===== config.mk =====
export PLATFORM = sky130hd
export DESIGN_NAME = bresenham_line_3d_flat
export DESIGN_NICKNAME = d
export VERILOG_FILES = /design/src/hw/rtl/bl3_pkg.sv /design/src/hw/rtl/bl3_if.sv /design/src/hw/rtl/bresenham_line_3d.sv /design/src/flat_wrapper.sv
export SDC_FILE = /design/constraint.sdc
export NUM_CORES = 1
export LEC_CHECK = 0
export CAP_MARGIN = 20
export CORE_UTILIZATION = 30
export CTS_CLUSTER_DIAMETER = 100
export DETAILED_ROUTE_END_ITERATION = 6
export DONT_BUFFER_PORTS = 1
export PLACE_DENSITY = 0.47
export SLEW_MARGIN = 25
export SYNTH_ARGS = -nofsm -noshare
export SYNTH_HDL_FRONTEND = slang
export SYNTH_SLANG_ARGS = --single-unit

===== constraint.sdc =====
create_clock -name clk -period 11.25 [get_ports clk]
set_input_delay 1.6875 -clock clk [delete_from_list [all_inputs] [get_ports clk]]
set_output_delay 1.6875 -clock clk [all_outputs]
set_load 0.1 [all_outputs]

===== src/hw/rtl/bl3_pkg.sv =====
`timescale 1ns / 1ps

package bl3_pkg;

  typedef enum logic [1:0] {
    AXIS_X = 2'd0,
    AXIS_Y = 2'd1,
    AXIS_Z = 2'd2
  } axis_t;

  typedef enum logic {
    MODE_LOAD = 1'b0,
    MODE_STEP = 1'b1
  } mode_t;

endpackage


===== src/hw/rtl/bl3_if.sv =====
`timescale 1ns / 1ps

interface bl3_in_if #(
  parameter int COORD_BITS = 16
);
  logic                         valid;
  logic                         ready;
  logic                         mode;
  logic signed [COORD_BITS-1:0] start_x;
  logic signed [COORD_BITS-1:0] start_y;
  logic signed [COORD_BITS-1:0] start_z;
  logic signed [COORD_BITS-1:0] end_x;
  logic signed [COORD_BITS-1:0] end_y;
  logic signed [COORD_BITS-1:0] end_z;

  modport source (
    output valid, mode, start_x, start_y, start_z, end_x, end_y, end_z,
    input  ready
  );
  modport sink (
    input  valid, mode, start_x, start_y, start_z, end_x, end_y, end_z,
    output ready
  );
endinterface

interface bl3_out_if #(
  parameter int COORD_BITS = 16
);
  logic                         valid;
  logic                         ready;
  logic signed [COORD_BITS-1:0] point_x;
  logic signed [COORD_BITS-1:0] point_y;
  logic signed [COORD_BITS-1:0] point_z;
  logic                         last;

  modport source (
    output valid, point_x, point_y, point_z, last,
    input  ready
  );
  modport sink (
    input  valid, point_x, point_y, point_z, last,
    output ready
  );
endinterface


===== src/hw/rtl/bresenham_line_3d.sv =====
`timescale 1ns / 1ps

// 3D Bresenham line walker.
// in_ch carries items: mode 0 loads a segment (start and end points), mode 1
// asks for the next point. Loads give nothing; a step while a segment is live
// gives one point on out_ch, the segment end flagged with last. The start
// point is never given, and a step while idle is dropped.
// The walk state is updated as the item is taken, and the point lands in the
// output register on the same edge; one item per cycle is sustained while the
// receiver takes points. A single step adder chain lies between the walk
// registers and the output register.
// in_ch.ready is high while the output register is empty or being emptied,
// so a stalled receiver holds off the sender only once a point is waiting;
// the point holds until taken.
// Reset (rst_n low, synchronous) empties the output register and leaves the
// walker idle; steps are ignored until the next load.

module bresenham_line_3d #(
  parameter int COORD_BITS = 16
) (
  input  logic      clk,
  input  logic      rst_n,
  bl3_in_if.sink    in_ch,
  bl3_out_if.source out_ch
);

  localparam int EB = COORD_BITS + 3;

  logic [2:0][COORD_BITS-1:0] cur_r;
  logic [2:0][COORD_BITS-1:0] delta_r;
  logic [2:0]                 signs_r;
  bl3_pkg::axis_t             major_r;
  logic [COORD_BITS-1:0]      major_end_r;
  logic signed [EB-1:0]       err_a_r;
  logic signed [EB-1:0]       err_b_r;
  logic                       active_r;

  logic                       out_valid_r;
  logic [COORD_BITS-1:0]      out_x_r;
  logic [COORD_BITS-1:0]      out_y_r;
  logic [COORD_BITS-1:0]      out_z_r;
  logic                       out_last_r;

  logic in_fire;
  logic step_req;

  assign in_ch.ready = !out_valid_r || out_ch.ready;
  assign in_fire     = in_ch.valid && in_ch.ready;
  assign step_req    = (in_ch.mode == bl3_pkg::MODE_STEP);

  // load set-up
  logic [2:0][COORD_BITS-1:0] st_l;
  logic [2:0][COORD_BITS-1:0] en_l;
  logic [2:0][COORD_BITS:0]   diff_l;
  logic [2:0][COORD_BITS-1:0] dlt_l;
  logic [2:0]                 signs_l;
  bl3_pkg::axis_t             major_l;
  logic [COORD_BITS-1:0]      dmaj_l;
  logic [COORD_BITS-1:0]      da_l;
  logic [COORD_BITS-1:0]      db_l;
  logic [COORD_BITS-1:0]      major_end_l;
  logic signed [EB-1:0]       err_a_l;
  logic signed [EB-1:0]       err_b_l;

  assign st_l[0] = in_ch.start_x;
  assign st_l[1] = in_ch.start_y;
  assign st_l[2] = in_ch.start_z;
  assign en_l[0] = in_ch.end_x;
  assign en_l[1] = in_ch.end_y;
  assign en_l[2] = in_ch.end_z;

  always_comb begin
    for (int i = 0; i < 3; i++) begin
      diff_l[i]  = {en_l[i][COORD_BITS-1], en_l[i]} - {st_l[i][COORD_BITS-1], st_l[i]};
      signs_l[i] = !diff_l[i][COORD_BITS] && (diff_l[i] != '0);
      dlt_l[i]   = diff_l[i][COORD_BITS] ? COORD_BITS'(-diff_l[i]) : diff_l[i][COORD_BITS-1:0];
    end
    if (dlt_l[0] >= dlt_l[1] && dlt_l[0] >= dlt_l[2]) begin
      major_l = bl3_pkg::AXIS_X;
    end else if (dlt_l[1] >= dlt_l[2]) begin
      major_l = bl3_pkg::AXIS_Y;
    end else begin
      major_l = bl3_pkg::AXIS_Z;
    end
    case (major_l)
      bl3_pkg::AXIS_X: begin
        dmaj_l = dlt_l[0]; da_l = dlt_l[1]; db_l = dlt_l[2]; major_end_l = en_l[0];
      end
      bl3_pkg::AXIS_Y: begin
        dmaj_l = dlt_l[1]; da_l = dlt_l[0]; db_l = dlt_l[2]; major_end_l = en_l[1];
      end
      default: begin
        dmaj_l = dlt_l[2]; da_l = dlt_l[1]; db_l = dlt_l[0]; major_end_l = en_l[2];
      end
    endcase
    err_a_l = $signed({2'b00, da_l, 1'b0}) - $signed({3'b000, dmaj_l});
    err_b_l = $signed({2'b00, db_l, 1'b0}) - $signed({3'b000, dmaj_l});
  end

  // one step
  logic [COORD_BITS-1:0]      dmaj_s;
  logic [COORD_BITS-1:0]      da_s;
  logic [COORD_BITS-1:0]      db_s;
  logic [2:0]                 is_maj;
  logic [2:0]                 is_a;
  logic [2:0]                 is_b;
  logic                       go_a;
  logic                       go_b;
  logic [2:0][COORD_BITS-1:0] cur_s;
  logic signed [EB-1:0]       err_a_s;
  logic signed [EB-1:0]       err_b_s;
  logic [COORD_BITS-1:0]      maj_pos_s;
  logic                       last_s;

  always_comb begin
    case (major_r)
      bl3_pkg::AXIS_X: begin
        dmaj_s = delta_r[0]; da_s = delta_r[1]; db_s = delta_r[2];
        is_maj = 3'b001; is_a = 3'b010; is_b = 3'b100;
      end
      bl3_pkg::AXIS_Y: begin
        dmaj_s = delta_r[1]; da_s = delta_r[0]; db_s = delta_r[2];
        is_maj = 3'b010; is_a = 3'b001; is_b = 3'b100;
      end
      default: begin
        dmaj_s = delta_r[2]; da_s = delta_r[1]; db_s = delta_r[0];
        is_maj = 3'b100; is_a = 3'b010; is_b = 3'b001;
      end
    endcase
    go_a = !err_a_r[EB-1];
    go_b = !err_b_r[EB-1];
    for (int i = 0; i < 3; i++) begin
      if (is_maj[i] || (is_a[i] && go_a) || (is_b[i] && go_b)) begin
        cur_s[i] = signs_r[i] ? cur_r[i] + COORD_BITS'(1) : cur_r[i] - COORD_BITS'(1);
      end else begin
        cur_s[i] = cur_r[i];
      end
    end
    err_a_s = err_a_r - (go_a ? $signed({2'b00, dmaj_s, 1'b0}) : $signed(EB'(0)))
              + $signed({2'b00, da_s, 1'b0});
    err_b_s = err_b_r - (go_b ? $signed({2'b00, dmaj_s, 1'b0}) : $signed(EB'(0)))
              + $signed({2'b00, db_s, 1'b0});
    case (major_r)
      bl3_pkg::AXIS_X: maj_pos_s = cur_s[0];
      bl3_pkg::AXIS_Y: maj_pos_s = cur_s[1];
      default:         maj_pos_s = cur_s[2];
    endcase
    last_s = (maj_pos_s == major_end_r);
  end

  always_ff @(posedge clk) begin
    if (!rst_n) begin
      active_r <= 1'b0;
    end else if (in_fire) begin
      if (!step_req) begin
        active_r <= (dmaj_l != '0);
      end else if (active_r) begin
        active_r <= !last_s;
      end
    end
  end

  always_ff @(posedge clk) begin
    if (!rst_n) begin
      cur_r       <= '0;
      delta_r     <= '0;
      signs_r     <= '0;
      major_r     <= bl3_pkg::AXIS_X;
      major_end_r <= '0;
      err_a_r     <= '0;
      err_b_r     <= '0;
    end else if (in_fire) begin
      if (!step_req) begin
        cur_r       <= st_l;
        delta_r     <= dlt_l;
        signs_r     <= signs_l;
        major_r     <= major_l;
        major_end_r <= major_end_l;
        err_a_r     <= err_a_l;
        err_b_r     <= err_b_l;
      end else if (active_r) begin
        cur_r   <= cur_s;
        err_a_r <= err_a_s;
        err_b_r <= err_b_s;
      end
    end
  end

  always_ff @(posedge clk) begin
    if (!rst_n) begin
      out_valid_r <= 1'b0;
    end else if (in_fire && step_req && active_r) begin
      out_valid_r <= 1'b1;
    end else if (out_ch.ready) begin
      out_valid_r <= 1'b0;
    end
  end

  always_ff @(posedge clk) begin
    if (in_fire && step_req && active_r) begin
      out_x_r    <= cur_s[0];
      out_y_r    <= cur_s[1];
      out_z_r    <= cur_s[2];
      out_last_r <= last_s;
    end
  end

  assign out_ch.valid   = out_valid_r;
  assign out_ch.point_x = out_x_r;
  assign out_ch.point_y = out_y_r;
  assign out_ch.point_z = out_z_r;
  assign out_ch.last    = out_last_r;

  a_step_gives_point: assert property (@(posedge clk) disable iff (!rst_n)
    (in_fire && step_req && active_r) |=> out_valid_r)
    else $error("live step gave no point");

  a_load_is_quiet: assert property (@(posedge clk) disable iff (!rst_n)
    (in_fire && !step_req && out_ch.ready) |=> !out_valid_r)
    else $error("load produced a point");

  a_last_idles: assert property (@(posedge clk) disable iff (!rst_n)
    (in_fire && step_req && active_r && last_s) |=> (!active_r && out_last_r))
    else $error("segment end did not idle the walker");

  a_idle_step_holds: assert property (@(posedge clk) disable iff (!rst_n)
    (in_fire && step_req && !active_r) |=> ($stable(cur_r) && !active_r))
    else $error("idle step moved the walker");

endmodule


===== src/flat_wrapper.sv =====
// flat-port wrapper written by rule: the top's interface ports become plain ports
module bresenham_line_3d_flat 
#(
  parameter int COORD_BITS = 16
)
  (clk, rst_n, in_ch_valid, in_ch_mode, in_ch_start_x, in_ch_start_y, in_ch_start_z, in_ch_end_x, in_ch_end_y, in_ch_end_z, in_ch_ready, out_ch_valid, out_ch_point_x, out_ch_point_y, out_ch_point_z, out_ch_last, out_ch_ready);
  bl3_in_if #(.COORD_BITS(COORD_BITS)) in_ch_i ();
  bl3_out_if #(.COORD_BITS(COORD_BITS)) out_ch_i ();
  input  logic clk;
  input  logic rst_n;
  input wire logic [$bits(in_ch_i.valid)-1:0] in_ch_valid;
  input wire logic [$bits(in_ch_i.mode)-1:0] in_ch_mode;
  input wire logic [$bits(in_ch_i.start_x)-1:0] in_ch_start_x;
  input wire logic [$bits(in_ch_i.start_y)-1:0] in_ch_start_y;
  input wire logic [$bits(in_ch_i.start_z)-1:0] in_ch_start_z;
  input wire logic [$bits(in_ch_i.end_x)-1:0] in_ch_end_x;
  input wire logic [$bits(in_ch_i.end_y)-1:0] in_ch_end_y;
  input wire logic [$bits(in_ch_i.end_z)-1:0] in_ch_end_z;
  output wire logic [$bits(in_ch_i.ready)-1:0] in_ch_ready;
  output wire logic [$bits(out_ch_i.valid)-1:0] out_ch_valid;
  output wire logic [$bits(out_ch_i.point_x)-1:0] out_ch_point_x;
  output wire logic [$bits(out_ch_i.point_y)-1:0] out_ch_point_y;
  output wire logic [$bits(out_ch_i.point_z)-1:0] out_ch_point_z;
  output wire logic [$bits(out_ch_i.last)-1:0] out_ch_last;
  input wire logic [$bits(out_ch_i.ready)-1:0] out_ch_ready;
  assign in_ch_i.valid = in_ch_valid;
  assign in_ch_i.mode = in_ch_mode;
  assign in_ch_i.start_x = in_ch_start_x;
  assign in_ch_i.start_y = in_ch_start_y;
  assign in_ch_i.start_z = in_ch_start_z;
  assign in_ch_i.end_x = in_ch_end_x;
  assign in_ch_i.end_y = in_ch_end_y;
  assign in_ch_i.end_z = in_ch_end_z;
  assign in_ch_ready = in_ch_i.ready;
  assign out_ch_valid = out_ch_i.valid;
  assign out_ch_point_x = out_ch_i.point_x;
  assign out_ch_point_y = out_ch_i.point_y;
  assign out_ch_point_z = out_ch_i.point_z;
  assign out_ch_last = out_ch_i.last;
  assign out_ch_i.ready = out_ch_ready;
  bresenham_line_3d #(.COORD_BITS(COORD_BITS)) u_core (.clk(clk), .rst_n(rst_n), .in_ch(in_ch_i), .out_ch(out_ch_i));
endmodule

# Word level (Yosys, flattened, before mapping)

Cells that the tools add are included.
W data, S select, Z words.

$add $sub $neg: 18
Multipliers: 0
Divide/modulo/power cells: 0
Magnitude comparators: 3
Equal/unequal tests: 4
Shifts and indexed selects: 0
Muxes and demuxes: 34
Bitwise logic cells: 1
Reductions and logical operators: 38

Operators with widths:

| operator                | number |
|---|---|
| $mux W16                | 13 |
| $pmux W16 S2            | 4 |
| $mux W48                | 2 |
| $mux W19                | 4 |
| $reduce_bool A17 Y1     | 3 |
| $sub A16 B16 Y17        | 3 |
| $add A16 B1 Y16 const B | 3 |
| $ge A16 B16 Y1          | 3 |
| $neg A16 Y16            | 3 |
| $sub A16 B1 Y16 const B | 3 |
| $add A19 B18 Y19        | 2 |
| $sub A19 B19 Y19        | 2 |
| $sub A17 B16 Y18        | 2 |
| $mux W17                | 2 |
| $eq A16 B16 Y1          | 1 |
| $reduce_bool A16 Y1     | 1 |
| $logic_and A1 B1 Y1     | 12 |
| $logic_not A1 Y1        | 7 |
| $logic_or A1 B1 Y1      | 7 |
| $mux W2                 | 3 |
| $pmux W3 S2             | 1 |
| $eq A2 B1 Y1 const B    | 2 |
| $logic_not A2 Y1        | 2 |
| $mux W1                 | 4 |
| other kinds (7)         | 9 |

Register bits after elaboration: 206
Bits in latches: 0
Memory bits (writable): 0
Bits in read-only memories: 0
Bits of input ports: 101
Output and inout bits: 51
Memories kept: 0

# Longest topological paths before layout

Gate-level depths: netlist (run 1).

Word-level depth: 11
Mapped depth: 45
Gate-level depth less buffers: 41

# Worst setup path after synthesis (run 1)

No wires, ideal clock.

Kind: input -> register
Start point: input in_ch_end_x[0]
End point: register u_core.err_b_r[16]
Arrival: 9259 ps
Data required time: 11122 ps
Setup slack: 1864 ps
Cell stages on the path: 44
Buffers on the path: 3
Path through: inv_1 ha_1 fa_1 nand2b_1 a21oi_1 o22a_1 a21boi_0 o221ai_1 clkbuf_1 nor2_1 a21oi_1 ha_1 a21o_1 a21o_1 a211oi_1 o21bai_1 a211oi_1 o21ai_0 [... 8 more ...] a21oi_1 ha_1 nor2b_1 o21ai_0 a21oi_1 o21ai_0 nand2_1 a21o_1 a21o_1 a21o_1 a21o_1 a21oi_1 o21bai_1 a31oi_1 o21ai_0 xnor2_1 a21oi_1 nor2_1

RTL lines:

| item                 | RTL line                 | RTL |
|---|---|---|
| from (decl)          | flat_wrapper.sv:16       | `input wire logic [$bits(in_ch_i.end_x)-1:0] in_ch_end_x;` |
| to (signal assigned) | bresenham_line_3d.sv:180 | `err_b_r <= err_b_l;` |
| to (signal assigned) | bresenham_line_3d.sv:184 | `err_b_r <= err_b_s;` |
| to (decl)            | bresenham_line_3d.sv:35  | `logic signed [EB-1:0] err_b_r;` |

==> results of run 1 <==
## layout make-up
cell class / count / area [µm²]
fillers: 7082 / 44800
multi-input cells: 2152 / 14800
flip-flops and latches: 204 / 4580
well taps: 873 / 1090
clock buffers: 38 / 821
inverters: 154 / 581
repair buffers: 60 / 450
clock inverters: 16 / 216
diodes: 1 / 2.50
## flip-flops by register name, indices dropped and copies added (netlist names)
name / flops
u_core.signs_r: 3
u_core.out_ch.point_x: 16
u_core.delta_r: 48
u_core.err_b_r: 18
u_core.major_end_r: 16
u_core.err_a_r: 18
u_core.major_r: 2
u_core.out_ch.valid: 1
u_core.out_ch.point_z: 16
u_core.out_ch.point_y: 16
u_core.out_ch.last: 1
u_core.cur_r: 48
u_core.active_r: 1
## power by group through the flow
stage / combinational [mW] / sequential (mW) / clock, mW
after global routing: 6.04 / 1.14 / 1.06
after global placement: 5.37 / 1.14 / 0
after detailed placement: 5.40 / 1.14 / 0
final: 5.47 / 1.12 / 1.01
after floorplan: 3.99 / 1.11 / 0
after CTS: 5.44 / 1.12 / 1.04
## path summary, 6_finish.rpt
| kind | start | end | slack (ns) | depth (start not counted) |
|---|---|---|---|---|
| hold reg to reg | u_core.major_end_r[8]$_SDFFE_PN0P_ | u_core.major_end_r[8]$_SDFFE_PN0P_ | 0.47 | 2 |
| hold / removal | u_core.major_end_r[8]$_SDFFE_PN0P_ | u_core.major_end_r[8]$_SDFFE_PN0P_ | 0.47 | 2 |
| setup reg to reg | u_core.major_r[0]$_SDFFE_PN0P_ | u_core.err_b_r[16]$_SDFFE_PN0P_ | 5.47 | 23 |
| setup / recovery | in_ch_start_y[3] | u_core.err_b_r[16]$_SDFFE_PN0P_ | 1.32 | 41 |
## kinds of logic after synthesis
kind of cell	count (synthesis)	share of synthesized area (%)
xor gates and xnor gates	189	8.15
muxes	88	4.50
and+or+nand+nor	859	18.8
buffers and inverters	279	5.28
DFF	204	22.4
adders and majority gates	239	16.2
AOI/OAI and AO/OA	777	24.6
## cells in the final DEF (no fill, tap or decap), types with 21 or more instances in the layout
cell,instances
mux2i_1,64
nand2_1,347
dfxtp_1,153
buf_4,60
nand3_1,30
mux2_2,21
clkbuf_16,30
a21oi_1,276
xnor2_1,121
nor2b_1,30
o21ai_0,115
or2_2,41
inv_1,150
nor3_1,53
a211oi_1,69
a21o_1,41
edfxtp_1,49
o211ai_1,70
fa_1,42
nor2_1,243
ha_1,194
nand2b_1,24
o21bai_1,26
xor2_1,67
## routing by layer
metal | up-vias | global-route usage [%] | share of wire [%]
li1 | 9344 | - | -
met1 | 9427 | 32.3 | 47
met2 | 578 | 36.8 | 45
met3 | 107 | 3.22 | 5.9
met4 | 0 | 5.60 | 2.2
met5 | - | 0 | 0
## through the flow
step	instance area [µm²]	instances	util, %
floorplan	20400	2635	-
global placement	21500	3443	31.9
detailed placement	21500	3443	31.9
CTS	22500	3497	33.5
global route	22500	3497	33.5
finish	22500	3498	33.5
## worst register-to-register path, cell delays in order, from the launching register on
cell and delay [ns]:
dfxtp_2 0.32, buf_4 0.60, mux2i_1 0.17, nor2_1 0.11
a21oi_1 0.06, or2_2 0.32, fa_1 0.51, ha_1 0.32
a21o_1 0.16, a21oi_1 0.22, o21bai_1 0.10, a21oi_1 0.24
o21bai_1 0.10, a21oi_1 0.24, o21bai_1 0.09, a21oi_1 0.25
nor2b_1 0.15, o211ai_1 0.25, a21oi_1 0.11, a2111oi_0 0.73
xor2_1 0.14, o21ai_0 0.32, a21oi_1 0.08, nor2_1 0.11
==> metrics.cfg, run 1 <==
[final_layout]
nNetsFinal = 2939
area_growth_pct = 10.4
drive_above_1_share_pct = 8.12

[power_and_ir_drop]
clkPwrFrac_pct = 13.3
cellPowerDensity_nw_per_um2 = 338
pwr-share-comb_pct = 71.9
seqPwrFrac_pct = 14.8
power.switching_mw = 3.94
leakage_nw = 9.24
switching_share_pct = 51.9
fin_total_pwr_mw = 7.61
intPower_mw = 3.66
ir_worst_vdd_mv = 0.203

[synthesis]
synthCells = 2635
synthArstFlopShare_pct = 0
ys_types = 87
synth_common_cells = 348 x nand2_1, 277 x a21oi_1, 244 x nor2_1, 194 x ha_1, 155 x dfxtp_1
seq_area_frac_synth_pct = 22.4
ys_ff_latch = 204
synth_area_leaders = dfxtp_1 15%, ha_1 12%, edfxtp_1 7.2%, a21oi_1 6.8%, nand2_1 6.4%
synth-main-ff-cell = dfxtp_1
synth_most_common_cell = nand2_1
synth_area_um2 = 20400
synth_edf_count = 49
syn_area_per_cell_um2 = 7.74
syn_nets = 2972
yosysTopAreaCellShare_pct = 15.2
synth_top_area_cell = dfxtp_1
yosysWarnings = 0

[floorplanning]
die_width_um = 263
die_h_um = 263
pin_count = 152
placementRows = 95
coreArea_um2 = 67300
dieArea_um2 = 69000
initial_utilization_pct = 30.3

[timing]
fin_tns_setup_ns = 0
grt_setup_unrepaired = false
tightest_slew_ns = 1.02
whs_ns = 0.468
setup_ws_ns = 1.32
setup_violations = 0
fmax_mhz = 101
fin_crit_ns = 9.93
maxSlewHeadroom_pct = 31.6
finClkSkew_ns = 0.0341
drv_slew = 0
post-route-period-util_pct = 88.3
finalHoldViolCount = 0

[clock_network]
numCtsBuffers = 30
post_cts_buffers = 0
htreeDepth = 1
cts_tree = built
cts_buffer_depth = 3
clock-root-buffer = clkbuf_16
hold_buffers = 0
ctsResizeCount = 0
clk_latency_ns = 0.60
clk_pin_slew_ns = 0.06
cts.sinks = 204

[setup_path]
crit_required_ns = 11.68
cp_common_cell = a21o_1
crit_buf_inv = 3
startpoint_type = primary input
cp_slowest_stage_delay_ns = 0.56
setup.worst_path.end_class = flip-flop
path_delay_family = compound AO/OA/AOI/OAI gates
critPathKind = primary input to flip-flop
critPathSlowestCell = o21ai_1
cp_max_fo = 35
crit_arrival_ns = 10.36

[outcome]
outcome = finished clean

[min_path]
hold_class = flip-flop to flip-flop

[route]
drt_iter0_drc = 1700
routed_via_density = 5.56
postRouteAntennaNets = 0
wirelength_um = 81700
num_vias = 19500
firstDrtPassIters = 6
wire_per_inst_um = 23.3
drc = 0

[global_routing]
grt_max_degree = 75
antenna_found_initial = 1
track_usage_pct = 23.0
first_global_vias = 18800
overflow = 0
grt_pass1_wl_um = 121000

[run]
cap_violations = 0

[place]
io_buffer_count = 0
dp_hpwl_um = 62600
dpl_worst_slack_ns = 0.775
gp_congestion = 0.928

Power figures use the tool's default switching activity.
==> run 2: changes to the inputs <==
ABC_AREA = 1   (was unset)
CORE_UTILIZATION = 50   (was 30)
PLACE_DENSITY = 0.68   (was 0.47)
==> metrics.cfg, run 2 <==
[outcome]
outcome = finished clean

[timing]
tightest_slew_ns = 1.07
maxSlewHeadroom_pct = 28.1
finClkSkew_ns = 0.0116
post-route-period-util_pct = 88.3
drv_slew = 0
grt_setup_unrepaired = false
setup_violations = 0
finalHoldViolCount = 0
fin_crit_ns = 9.93
fin_tns_setup_ns = 0
fmax_mhz = 101

[final_layout]
drive_above_1_share_pct = 4.64
nNetsFinal = 3513
final_cell_mix = 850 x nand2_1, 460 x inv_1, 361 x a21oi_1
reg_top3 = u_core.cur_r (48), u_core.delta_r (48)
area_growth_pct = 5.73
fill_cells = 4173
fin_area_um2 = 22000
final_common_cell = nand2_1

[route]
postRouteAntennaNets = 0
wire_per_inst_um = 20.9
drt_iter0_drc = 2264
drc = 0
firstDrtPassIters = 6
wirelength_um = 77800
num_vias = 21800
routed_via_density = 5.85

[setup_path]
critPathSlowestCell = nand2_2
crit_arrival_ns = 10.34
worstSetupStartpoint = in_ch_end_y[0]
crit_required_ns = 11.66
path_delay_family = simple AND/OR/NAND/NOR gates
critPathKind = primary input to flip-flop
startpoint_type = primary input
cp_slowest_stage_delay_ns = 0.59
cp_common_cell = nand2_1
timing.rr.start = u_core.major_r[1]$_SDFFE_PN0P_
setup.worst_path.end_class = flip-flop
crit_buf_inv = 10
cp_max_fo = 45

[global_routing]
grt_use_met3_pct = 6.58
use_met1_pct = 51.3
grt_pass1_wl_um = 118000
overflow = 0
grt_util_met2_pct = 57.1
track_usage_pct = 36.6
antenna_found_initial = 3
first_global_vias = 20200
busiest_layer = met2
grt_max_degree = 90

[power_and_ir_drop]
cellPowerDensity_nw_per_um2 = 307
leakage_nw = 10.9
fin_total_pwr_mw = 6.75
ir_worst_vdd_mv = 0.216

[min_path]
hold_class = flip-flop to flip-flop
hp-start = u_core.major_end_r[6]$_SDFFE_PN0P_

[synthesis]
synth_most_common_cell = nand2_1
syn_nets = 3573
synth-main-ff-cell = dfxtp_1
ys_ff_latch = 204
synthArstFlopShare_pct = 0
synth_common_cells = 851 x nand2_1, 462 x inv_1, 361 x a21oi_1, 298 x o21ai_0, 194 x ha_1
ys_types = 55
syn_area_per_cell_um2 = 6.42
synth_area_um2 = 20800
synthCells = 3236
synth_edf_count = 49
yosysTopAreaCellShare_pct = 15.4
synth_top_area_cell = nand2_1
seq_area_frac_synth_pct = 22.0
yosysWarnings = 0
synth_area_leaders = nand2_1 15%, dfxtp_1 15%, ha_1 12%, a21oi_1 8.7%, inv_1 8.3%

[floorplanning]
coreArea_um2 = 40900
dieArea_um2 = 42400
die_width_um = 206
initial_utilization_pct = 50.8
placementRows = 74
pin_count = 152
die_h_um = 206

[clock_network]
clock-root-buffer = clkbuf_16
numCtsBuffers = 25
htreeDepth = 1
hold_buffers = 0
post_cts_buffers = 0
ctsResizeCount = 0
clk_latency_ns = 0.57
cts.sinks = 204
cts_tree = built
cts_buffer_depth = 3
clk_pin_slew_ns = 0.06

[place]
placed_area_um2 = 21200
io_buffer_count = 0
dp_hpwl_um = 61600
gp_congestion = 1.01

[run]
cap_violations = 0

[run 2: changes by cell type in the layout (fill, tap and decap cells not counted), moves of 36 or more]
cell,change
a21o_1,-36
o211ai_1,-45
o21ai_0,+183
nand3_1,+133
a211oi_1,-64
a21oi_1,+85
buf_4,-38
nor2_1,-79
inv_1,+310
xnor2_1,-100
nand2_1,+503
mux2i_1,-64
[run 2: path summary, 6_finish.rpt]
| path | endpoint | slack (ns) | depth (start not counted) |
|---|---|---|---|
| worst max register to register | u_core.err_b_r[18]$_SDFFE_PN0P_ | 5.51 | 24 |
| worst min register to register | u_core.major_end_r[6]$_SDFFE_PN0P_ | 0.48 | 2 |
| worst min-delay path | u_core.major_end_r[6]$_SDFFE_PN0P_ | 0.48 | 2 |
| worst max-delay path | u_core.err_b_r[16]$_SDFFE_PN0P_ | 1.32 | 56 |
[run 2: stage by stage]
| step | setup WS, ns | hold slack (ns) | std cells | utilization (%) |
|---|---|---|---|---|
| floorplan | 2.88 | 0.445 | 3236 | - |
| global placement | 1.16 | 0.454 | 3681 | 51.8 |
| detailed placement | 1.01 | 0.464 | 3681 | 51.8 |
| CTS | 1.56 | 0.474 | 3725 | 53.7 |
| global route | 0.308 | 0.501 | 3727 | 53.7 |
| finish | 1.32 | 0.476 | 3727 | 53.7 |
[run 2: layer usage]
layer	vias up	share of wire (%)
met5	-	0.053
met4	4	2.9
met3	128	9.1
met2	898	43
met1	10200	45
li1	10600	-
[run 2: power by group]
part | switching [mW] | leakage [nW] | internal, mW
Sequential | 0.118 | 1.72 | 0.862
Clock | 0.352 | 0.374 | 0.445
Combinational | 3.36 | 8.81 | 1.62
Total | 3.83 | 10.9 | 2.93
[run 2: cells by family after synthesis]
group	Yosys count	share of synthesized area, %
AO/OA/AOI/OAI	828	22.1
XOR/XNOR	82	3.46
adder cells (fa/ha/maj)	236	15.7
buffers and inverters	599	11.0
flip-flops	204	22.0
AND/OR/NAND/NOR	1287	25.7
[run 2: worst reg2reg max path: stages, from the launching register on]
cell      delay [ns]
dfxtp_2         0.38
nor2_2          0.71
buf_4           0.43
a21oi_1         0.18
nand2_1         0.12
fa_1            0.44
ha_1            0.37
a21oi_1         0.16
nand2_1         0.10
a21oi_1         0.17
o21ai_0         0.19
a31oi_1         0.46
o21ai_0         0.24
a21oi_1         0.30
o21bai_1        0.15
nand2_1         0.09
nand2_1         0.08
a21oi_1         0.21
o21ai_0         0.18
nand2_1         0.09
nand2_1         0.05
a21oi_1         0.16
xor2_1          0.18
nand2_1         0.06
a31oi_1         0.14
[run 2: layout make-up]
cell class	instances	area [µm²]	share of cell area (%)
clock inverter	12	100	0.456
timing repair buffer	22	165	0.752
tap	532	666	3.03
antenna	2	5.00	0.0228
multi-input combinational	2433	14000	63.5
inverter	490	1840	8.38
sequential	204	4580	20.8
clock buffer	32	672	3.06
